`src/fdd_pkg.sv`:
```
`default_nettype none
package fdd_pkg;

  // Default schedule length and time width.
  localparam int MAX_JOBS_DEF = 256;
  localparam int TIME_BITS    = 16;

  // Width of one time field on the ports.
  localparam int T_W = 16;
  // Bits of a time value that take part in the arithmetic.
  localparam int TIME_USED = (TIME_BITS < T_W) ? TIME_BITS : T_W;
  localparam logic [T_W-1:0] TIME_MASK = T_W'((33'h1 << TIME_USED) - 33'h1);

  // Fraction bits of an index, and its value for one.
  localparam int FRAC_BITS = 16;
  localparam int IDX_W     = FRAC_BITS + 1;
  localparam logic [IDX_W-1:0] IDX_ONE = IDX_W'(1) << FRAC_BITS;

  // Signed differences and their products.
  localparam int DIF_W  = T_W + 2;
  localparam int PROD_W = 2 * DIF_W;
  // Magnitude of a product or a sum fed to the divider.
  localparam int MAG_W  = 35;

  // Due-date kinds.
  localparam logic DUE_CRISP  = 1'b0;
  localparam logic DUE_LINEAR = 1'b1;

  // Outcome of the rule selection for one job.
  typedef enum logic [1:0] {
    CLS_ZERO,
    CLS_ONE,
    CLS_RATIO
  } cls_t;

  // Sequencer states.
  typedef enum logic [3:0] {
    ST_IDLE,
    ST_RULE,
    ST_MUL_NUM,
    ST_MUL_DEN,
    ST_CHECK,
    ST_DIV,
    ST_ACCUM,
    ST_MEAN_START,
    ST_MEAN_WAIT,
    ST_EMIT
  } state_t;

endpackage
`default_nettype wire

```
`src/fdd_divider.sv`:
```
`default_nettype none
module fdd_divider #(
  parameter int MAG_W = 35,
  parameter int DVD_W = 26,
  parameter int CNT_W = 5
) (
  input  wire logic             clk,
  input  wire logic             rst,
  input  wire logic             start,
  input  wire logic [MAG_W-1:0] rem_init,
  input  wire logic [DVD_W-1:0] dividend,
  input  wire logic [MAG_W-1:0] divisor,
  input  wire logic [CNT_W-1:0] steps,
  output logic                  done,
  output logic      [DVD_W-1:0] quotient
);

  logic [MAG_W-1:0] rem;
  logic [DVD_W-1:0] dvd;
  logic [MAG_W-1:0] den;
  logic [CNT_W-1:0] cnt;
  logic             busy;
  logic [MAG_W:0]   shifted;
  logic [MAG_W:0]   diff;
  logic             take;

  // One restoring step: shift in the next dividend bit, subtract if it fits.
  always_comb begin
    shifted = {rem, dvd[DVD_W-1]};
    diff    = shifted - {1'b0, den};
    take    = (shifted >= {1'b0, den});
  end

  // Control of the iteration.
  always_ff @(posedge clk) begin
    if (rst) begin
      busy <= 1'b0;
      done <= 1'b0;
      cnt  <= '0;
    end else begin
      done <= 1'b0;
      if (start) begin
        busy <= 1'b1;
        cnt  <= steps;
      end else if (busy) begin
        cnt <= cnt - CNT_W'(1);
        if (cnt == CNT_W'(1)) begin
          busy <= 1'b0;
          done <= 1'b1;
        end
      end
    end
  end

  // Partial remainder, dividend and quotient.
  always_ff @(posedge clk) begin
    if (start) begin
      rem      <= rem_init;
      dvd      <= dividend;
      den      <= divisor;
      quotient <= '0;
    end else if (busy) begin
      rem      <= take ? diff[MAG_W-1:0] : shifted[MAG_W-1:0];
      dvd      <= dvd << 1;
      quotient <= {quotient[DVD_W-2:0], take};
    end
  end

endmodule
`default_nettype wire

```
`src/fuzzy_due_date_agreement_core.sv`:
```
`default_nettype none
// Fuzzy due-date agreement core.
// Input stream s_axis: one request per job. tdata holds the triangular
// completion time (low, mid, high) and the due-date points (early, late),
// tuser gives the due-date kind (0 crisp, 1 linear) and tlast closes a
// schedule. The core works out each job's agreement index in Q1.16.
// Output stream m_axis: one request per schedule with the minimum index,
// the mean index, the job count and a flag for any zero divisor.
// A schedule also closes on its own after MAX_JOBS jobs.
// Flow: a job whose index is plainly zero or one skips the products, one
// that the products settle skips the division, and one that needs a
// quotient goes through the divider; the closing job also has the mean
// worked out by the divider before the result is emitted. All
// quotients come from one shift-subtract divider that yields one bit per
// cycle, and all products from one multiplier, numerator then divisor.
// s_axis_tready is high only while the sequencer is idle.
// The result sits in an output register; the core takes the next job while
// it waits, and stalls only when a second result is ready before the
// first one has been taken.
// Reset clears the accumulators (minimum one, sum and count zero) and
// drops m_axis_tvalid.
module fuzzy_due_date_agreement_core #(
  parameter int MAX_JOBS = fdd_pkg::MAX_JOBS_DEF
) (
  input  wire logic        clk,
  input  wire logic        rst,
  input  wire logic        s_axis_tvalid,
  output logic             s_axis_tready,
  // completion_low, completion_mid, completion_high, due_early, due_late
  input  wire logic [79:0] s_axis_tdata,
  // due_kind
  input  wire logic [0:0]  s_axis_tuser,
  input  wire logic        s_axis_tlast,
  output logic             m_axis_tvalid,
  input  wire logic        m_axis_tready,
  // min_agreement, mean_agreement, jobs_seen, divide_fault, zero padding
  output logic [47:0]      m_axis_tdata
);

  import fdd_pkg::*;

  localparam int CNT_W  = $clog2(MAX_JOBS + 1);
  localparam int SUM_W  = IDX_W + CNT_W;
  localparam int STEP_W = $clog2(SUM_W + 1);

  state_t state, state_next;

  // Latched job.
  logic [T_W-1:0] c1, c2, c3, de, dl;
  logic           kind, last;

  // Rule outcome and operands.
  logic signed [DIF_W-1:0] op_a, op_b1, op_b2;
  logic              op_sq;
  logic signed [PROD_W-1:0] num, den;
  logic signed [PROD_W-1:0] prod;
  logic [IDX_W-1:0]  idx;
  logic              job_fault;

  // Accumulators.
  logic [IDX_W-1:0] run_min;
  logic [SUM_W-1:0] run_sum;
  logic [CNT_W-1:0] run_cnt;
  logic             run_fault;
  logic             closing;
  logic [IDX_W-1:0] mean;

  // Divider hookup.
  logic             div_start;
  logic [MAG_W-1:0] div_rem;
  logic [SUM_W-1:0] div_dvd;
  logic [MAG_W-1:0] div_den;
  logic [STEP_W-1:0] div_steps;
  logic             div_done;
  logic [SUM_W-1:0] div_quot;

  // Rule selection terms.
  logic signed [DIF_W-1:0] s1, s2, s3, se, sl, dd;
  cls_t              r_cls;
  logic signed [DIF_W-1:0] r_a, r_b1, r_b2;
  logic              r_sq;

  // Magnitudes and checks on the products.
  logic [PROD_W-1:0] num_mag, den_mag;
  logic              ratio_zero, ratio_full;

  // Output register.
  logic [IDX_W-1:0] out_min, out_mean;
  logic [8:0]       out_jobs;
  logic             out_fault;
  logic             out_load;

  fdd_divider #(
    .MAG_W(MAG_W),
    .DVD_W(SUM_W),
    .CNT_W(STEP_W)
  ) u_div (
    .clk      (clk),
    .rst      (rst),
    .start    (div_start),
    .rem_init (div_rem),
    .dividend (div_dvd),
    .divisor  (div_den),
    .steps    (div_steps),
    .done     (div_done),
    .quotient (div_quot)
  );

  // Piecewise rules for both due-date kinds.
  always_comb begin
    s1 = DIF_W'(signed'({1'b0, c1}));
    s2 = DIF_W'(signed'({1'b0, c2}));
    s3 = DIF_W'(signed'({1'b0, c3}));
    se = DIF_W'(signed'({1'b0, de}));
    sl = DIF_W'(signed'({1'b0, dl}));
    dd = (s2 - s1) + (sl - se);
    r_cls = CLS_RATIO;
    r_a   = '0;
    r_b1  = '0;
    r_b2  = DIF_W'(1);
    r_sq  = 1'b0;
    if (kind == DUE_CRISP) begin
      if (s3 <= se) begin
        r_cls = CLS_ONE;
      end else if (s1 >= se) begin
        r_cls = CLS_ZERO;
      end else if (s2 >= se) begin
        r_a  = se - s1;
        r_sq = 1'b1;
        r_b1 = s2 - s1;
        r_b2 = s3 - s1;
      end else begin
        r_a  = se - s1;
        r_b1 = s3 - s1;
      end
    end else begin
      if (s2 <= se && s3 <= sl) begin
        r_cls = CLS_ONE;
      end else if (s1 >= sl) begin
        r_cls = CLS_ZERO;
      end else if (s2 >= se && s3 >= sl) begin
        r_a  = sl - s1;
        r_sq = 1'b1;
        r_b1 = dd;
        r_b2 = s3 - s1;
      end else if (s2 < se && s3 > sl) begin
        r_a  = sl - s1;
        r_b1 = s3 - s1;
      end else begin
        r_a  = sl - s1;
        r_b1 = dd;
      end
    end
  end

  // Shared multiplier: numerator first, then divisor.
  always_comb begin
    if (state == ST_MUL_NUM) begin
      prod = PROD_W'(op_a) * PROD_W'(op_sq ? op_a : DIF_W'(1));
    end else begin
      prod = PROD_W'(op_b1) * PROD_W'(op_b2);
    end
  end

  // Quotient checks before dividing.
  always_comb begin
    num_mag    = num[PROD_W-1] ? PROD_W'(-num) : PROD_W'(num);
    den_mag    = den[PROD_W-1] ? PROD_W'(-den) : PROD_W'(den);
    ratio_zero = (num == '0) || (num[PROD_W-1] != den[PROD_W-1]);
    ratio_full = (num_mag >= den_mag);
  end

  // Next state.
  always_comb begin
    state_next = state;
    unique case (state)
      ST_IDLE: begin
        if (s_axis_tvalid) state_next = ST_RULE;
      end
      ST_RULE: begin
        state_next = (r_cls == CLS_RATIO) ? ST_MUL_NUM : ST_ACCUM;
      end
      ST_MUL_NUM: state_next = ST_MUL_DEN;
      ST_MUL_DEN: state_next = ST_CHECK;
      ST_CHECK: begin
        if (den == '0 || ratio_zero || ratio_full) state_next = ST_ACCUM;
        else state_next = ST_DIV;
      end
      ST_DIV: begin
        if (div_done) state_next = ST_ACCUM;
      end
      ST_ACCUM: begin
        state_next = closing ? ST_MEAN_START : ST_IDLE;
      end
      ST_MEAN_START: state_next = ST_MEAN_WAIT;
      ST_MEAN_WAIT: begin
        if (div_done) state_next = ST_EMIT;
      end
      ST_EMIT: begin
        if (out_load) state_next = ST_IDLE;
      end
      default: state_next = ST_IDLE;
    endcase
  end

  // Sequencer outputs.
  always_comb begin
    s_axis_tready = (state == ST_IDLE);
    out_load      = (state == ST_EMIT) && (!m_axis_tvalid || m_axis_tready);
    div_start     = 1'b0;
    div_rem       = '0;
    div_dvd       = '0;
    div_den       = '0;
    div_steps     = STEP_W'(FRAC_BITS);
    unique case (state)
      ST_CHECK: begin
        div_start = !(den == '0 || ratio_zero || ratio_full);
        div_rem   = num_mag[MAG_W-1:0];
        div_den   = den_mag[MAG_W-1:0];
      end
      ST_MEAN_START: begin
        div_start = 1'b1;
        div_dvd   = run_sum;
        div_den   = MAG_W'(run_cnt);
        div_steps = STEP_W'(SUM_W);
      end
      default: begin
        div_start = 1'b0;
      end
    endcase
  end

  // State register.
  always_ff @(posedge clk) begin
    if (rst) state <= ST_IDLE;
    else state <= state_next;
  end

  // Job datapath.
  always_ff @(posedge clk) begin
    if (state == ST_IDLE && s_axis_tvalid) begin
      c1   <= s_axis_tdata[15:0]  & TIME_MASK;
      c2   <= s_axis_tdata[31:16] & TIME_MASK;
      c3   <= s_axis_tdata[47:32] & TIME_MASK;
      de   <= s_axis_tdata[63:48] & TIME_MASK;
      dl   <= s_axis_tdata[79:64] & TIME_MASK;
      kind <= s_axis_tuser[0];
      last <= s_axis_tlast;
    end
    case (state)
      ST_RULE: begin
        op_a      <= r_a;
        op_b1     <= r_b1;
        op_b2     <= r_b2;
        op_sq     <= r_sq;
        job_fault <= 1'b0;
        idx       <= (r_cls == CLS_ONE) ? IDX_ONE : '0;
      end
      ST_MUL_NUM: num <= prod;
      ST_MUL_DEN: den <= prod;
      ST_CHECK: begin
        job_fault <= (den == '0);
        idx       <= (den == '0 || ratio_zero) ? '0 : IDX_ONE;
      end
      ST_DIV: begin
        if (div_done) idx <= {1'b0, div_quot[FRAC_BITS-1:0]};
      end
      ST_MEAN_WAIT: begin
        if (div_done) mean <= div_quot[IDX_W-1:0];
      end
      default: begin
        mean <= mean;
      end
    endcase
  end

  // Accumulators.
  always_ff @(posedge clk) begin
    if (rst) begin
      run_min   <= IDX_ONE;
      run_sum   <= '0;
      run_cnt   <= '0;
      run_fault <= 1'b0;
      closing   <= 1'b0;
    end else if (state == ST_ACCUM) begin
      if (idx < run_min) run_min <= idx;
      run_sum   <= run_sum + SUM_W'(idx);
      run_cnt   <= run_cnt + CNT_W'(1);
      run_fault <= run_fault | job_fault;
      closing   <= 1'b0;
    end else if (out_load) begin
      run_min   <= IDX_ONE;
      run_sum   <= '0;
      run_cnt   <= '0;
      run_fault <= 1'b0;
    end else if (state == ST_RULE) begin
      closing <= last || ((run_cnt + CNT_W'(1)) >= CNT_W'(MAX_JOBS));
    end
  end

  // Output register.
  always_ff @(posedge clk) begin
    if (rst) begin
      m_axis_tvalid <= 1'b0;
    end else if (out_load) begin
      m_axis_tvalid <= 1'b1;
    end else if (m_axis_tready) begin
      m_axis_tvalid <= 1'b0;
    end
  end

  always_ff @(posedge clk) begin
    if (out_load) begin
      out_min   <= run_min;
      out_mean  <= mean;
      out_jobs  <= 9'(run_cnt);
      out_fault <= run_fault;
    end
  end

  assign m_axis_tdata = {4'b0, out_fault, out_jobs, out_mean, out_min};

endmodule
`default_nettype wire
```
`config.mk`:
```
export PLATFORM = sky130hd
export DESIGN_NAME = fuzzy_due_date_agreement_core
export DESIGN_NICKNAME = d
export VERILOG_FILES = /design/src/fdd_pkg.sv /design/src/fdd_divider.sv /design/src/fuzzy_due_date_agreement_core.sv
export SDC_FILE = /design/constraint.sdc
export NUM_CORES = 2
export LEC_CHECK = 0
export ABC_AREA = 1
export BUFFER_PORTS_ARGS = -buffer_cell sky130_fd_sc_hd__buf_2
export CAP_MARGIN = 20
export CORE_ASPECT_RATIO = 0.7
export CORE_MARGIN = 3
export CORE_UTILIZATION = 40
export DETAILED_ROUTE_END_ITERATION = 8
export GPL_TIMING_DRIVEN = 0
export HOLD_SLACK_MARGIN = 0.15
export PLACE_DENSITY_LB_ADDON = 0.25
export SLEW_MARGIN = 0
export SYNTH_ARGS = -nofsm -noshare
export SYNTH_HDL_FRONTEND = slang
export SYNTH_SLANG_ARGS = --single-unit
```
`constraint.sdc`:
```
create_clock -name clk -period 20.8 [get_ports clk]
set_input_delay 2.08 -clock clk [delete_from_list [all_inputs] [get_ports clk]]
set_output_delay 2.08 -clock clk [all_outputs]
set_load 0.03 [all_outputs]
```
==> impl_metrics.toml <==
[synth]
synth_xor_area_share_pct = 3.31
synth_fa_ha_area_share_pct = 34.3
synth_top_family_by_area = "adder cells"
synth.distinct_cells = 65
ys_seq_area_share_pct = 24.2
synthArstFlopShare_pct = 0
avgSynthCellArea_um2 = 8.21
synth_mux_area_share_pct = 0.0184
synthSimpleGateAreaFrac_pct = 17.9
synth-edff-count = 382
synth-warning-count = 0
synth_ff_type = "edfxtp_1"
synth.cell_area_um2 = 54300
syn-instance-count = 6611
synth-seq-cells = 465
synth_compound_area_share_pct = 8.51

[cells_and_area]
drive_above_1_share_pct = 5.00
multi_input_area_um2 = 34800
utilization_pct = 44.2
nNetsFinal = 7994
nFillCells = 13400
area_growth_pct = 9.22
seqCellArea_um2 = 13100

[sta]
setup_viol = 0
slew_headroom_pct = 36.4
drv_slew = 0
hold_viol = 0
rsz0062_at_grt = "false"
clock_skew_ps = 81.0
fin_crit_sh_pct = 40.5
post-route-min-period_ps = 8420
setup_tns_ps = 0
worst_slew_pin_slew_ps = 954
max_freq_ghz = 0.119

[drt]
drt-met1-wl_um = 84600
dr_total_vias = 44600
drc_errors = 0
topRoutingLayerUsed = "met5"
wl_met3_um = 21600
ant_nets = 0
first_iter_violations = 4395
first_pass_iters = 8
dr_wl_met2_um = 66300
drt_wl_total_um = 175000
vias_per_cell = 5.17
drt-wirelength-per-cell_um = 20.3

[grt]
grt_max_degree = 62
grt_usage_pct = 25.3
grt_pass1_wl_um = 269000
grt_pass1_vias = 44400
overflow = 0
antenna_found_initial = 5

[floorplanning]
core_um2 = 134000
die_height_um = 314
row_count = 112
ios = 136
fp.dieArea_um2 = 140000
dieWidth_um = 446
start_util_pct = 40.5

[run_status]
outcome = "finished, final reports clean"

[placed_design]
io_buffers = 131
place_congestion = 0.983
hpwl_um = 149000

[clock_tree]
cts_inserted_buffers = 52
htree_levels = 2
cts_resized = 0
postCtsSetupBuffers = 0
ctsHoldBuffers = 0
clk_path_buf_depth = 3
cts_tree = "done"
clkTransAtPathRegs_ps = 70
cts-root-buf = "clkbuf_16"
numClockSinks = 465
clk_latency_ps = 680

[worst_setup_path]
end_kind = "flop"
crit_type = "reg -> reg"
cp_slowest_stage_delay_ps = 720
arrival_ps = 8790
critPathLaunchType = "flop"
worstPathRequired_ps = 21180
crit_fanout = 10
crit_slowest_cell = "fa_1"
crit_top_cell = "inv_1"

[run]
cap_viol_max_count = 0

[min_path]
hp-class = "reg -> reg"
[flip-flops by register name, indices dropped and copies added (netlist names), 18 cells and up]
signal / flops
den: 36
num: 36
op_b1: 18
run_sum: 26
u_div.den: 35
u_div.dvd: 26
u_div.rem: 35
[kinds of logic after synthesis]
kind of cell    count (synthesis)
simple gates                 2350
buf+inv                      1661
fa+ha+maj                    1094
compound gates                834
flops                         465
xor+xnor                      205
other cells                     1
mux                             1
[synthesized netlist by cell type (all sizes together), types with 5 or more instances]
cell type / number / area share [%]
inv: 1472 / 10
nand2: 1366 / 9.5
fa: 657 / 24
nor2: 597 / 4.3
ha: 437 / 10
edfxtp: 382 / 21
a21oi: 353 / 3.3
o21ai: 295 / 2.7
nand3: 192 / 1.8
clkbuf: 133 / 0.92
xor2: 131 / 2.1
dfxtp: 83 / 3.1
xnor2: 74 / 1.2
nand4: 72 / 0.83
nor3: 61 / 0.63
buf: 45 / 0.55
a31oi: 29 / 0.33
o22ai: 27 / 0.31
a21o: 23 / 0.32
o21bai: 23 / 0.32
a211oi: 22 / 0.31
nor4: 22 / 0.29
or2: 14 / 0.16
nand3b: 13 / 0.18
o211ai: 13 / 0.18
a21boi: 12 / 0.17
clkinv: 11 / 0.076
o21a: 11 / 0.15
o31ai: 7 / 0.097
o2111ai: 6 / 0.097
a221oi: 5 / 0.081
[layout by cell type (no fill, tap or decap), drive strengths merged, types with 61 or more instances in the layout]
cell    count
nor2      597
a21oi     353
nand3     192
edfxtp    382
dfxtp      83
fa        657
nand4      72
nand2    1366
inv      1480
xor2      131
o21ai     295
nor3       61
buf       191
xnor2      74
clkbuf    191
ha        437
[worst max-delay path, delay by kind of cell (launching register included)]
family | cells | cell delay [ps]
adders and majority gates | 7 | 3790
buffers and inverters | 9 | 2010
AOI/OAI and AO/OA | 6 | 1250
and+or+nand+nor | 3 | 700
DFF | 1 | 320
[worst paths after layout]
kind,cells after the start,slack [ps],start,endpoint
setup / recovery,25,12380,op_sq,num[32]
hold reg to reg,0,360,mean[10],out_mean[10]
hold / removal,0,360,mean[10],out_mean[10]
setup reg to reg,25,12380,op_sq,num[32]
[routing by layer]
metal  global-route usage (%)  vias up
li1                         -    21000
met3                     8.88      160
met1                     39.3    21500
met4                     4.26        6
met5                        0        -
met2                     33.6     1833
[area by class of cell]
cell class / count / area share, %
Antenna cell: 1 / 0.00422
Buffer: 178 / 1.35
Clock buffer: 58 / 2.25
Clock inverter: 39 / 0.893
Inverter: 1483 / 9.40
Multi-Input combinational cell: 4488 / 58.7
Sequential cell: 465 / 22.2
Tap cell: 1767 / 3.73
Timing Repair Buffer: 146 / 1.49
[through the flow]
step	instance area (um2)	instances	hold WS, ps	worst slack (ps)
after global routing	59300	8624	366	11790
after CTS	59200	8623	354	12380
after detailed placement	57400	8526	405	12410
final	59300	8625	356	12380
after global placement	57100	8512	404	9090
after floorplan	54300	6614	400	12500
Power is not shown: default switching activity piles up to over one toggle a cycle in this logic, so the estimate is an artifact.
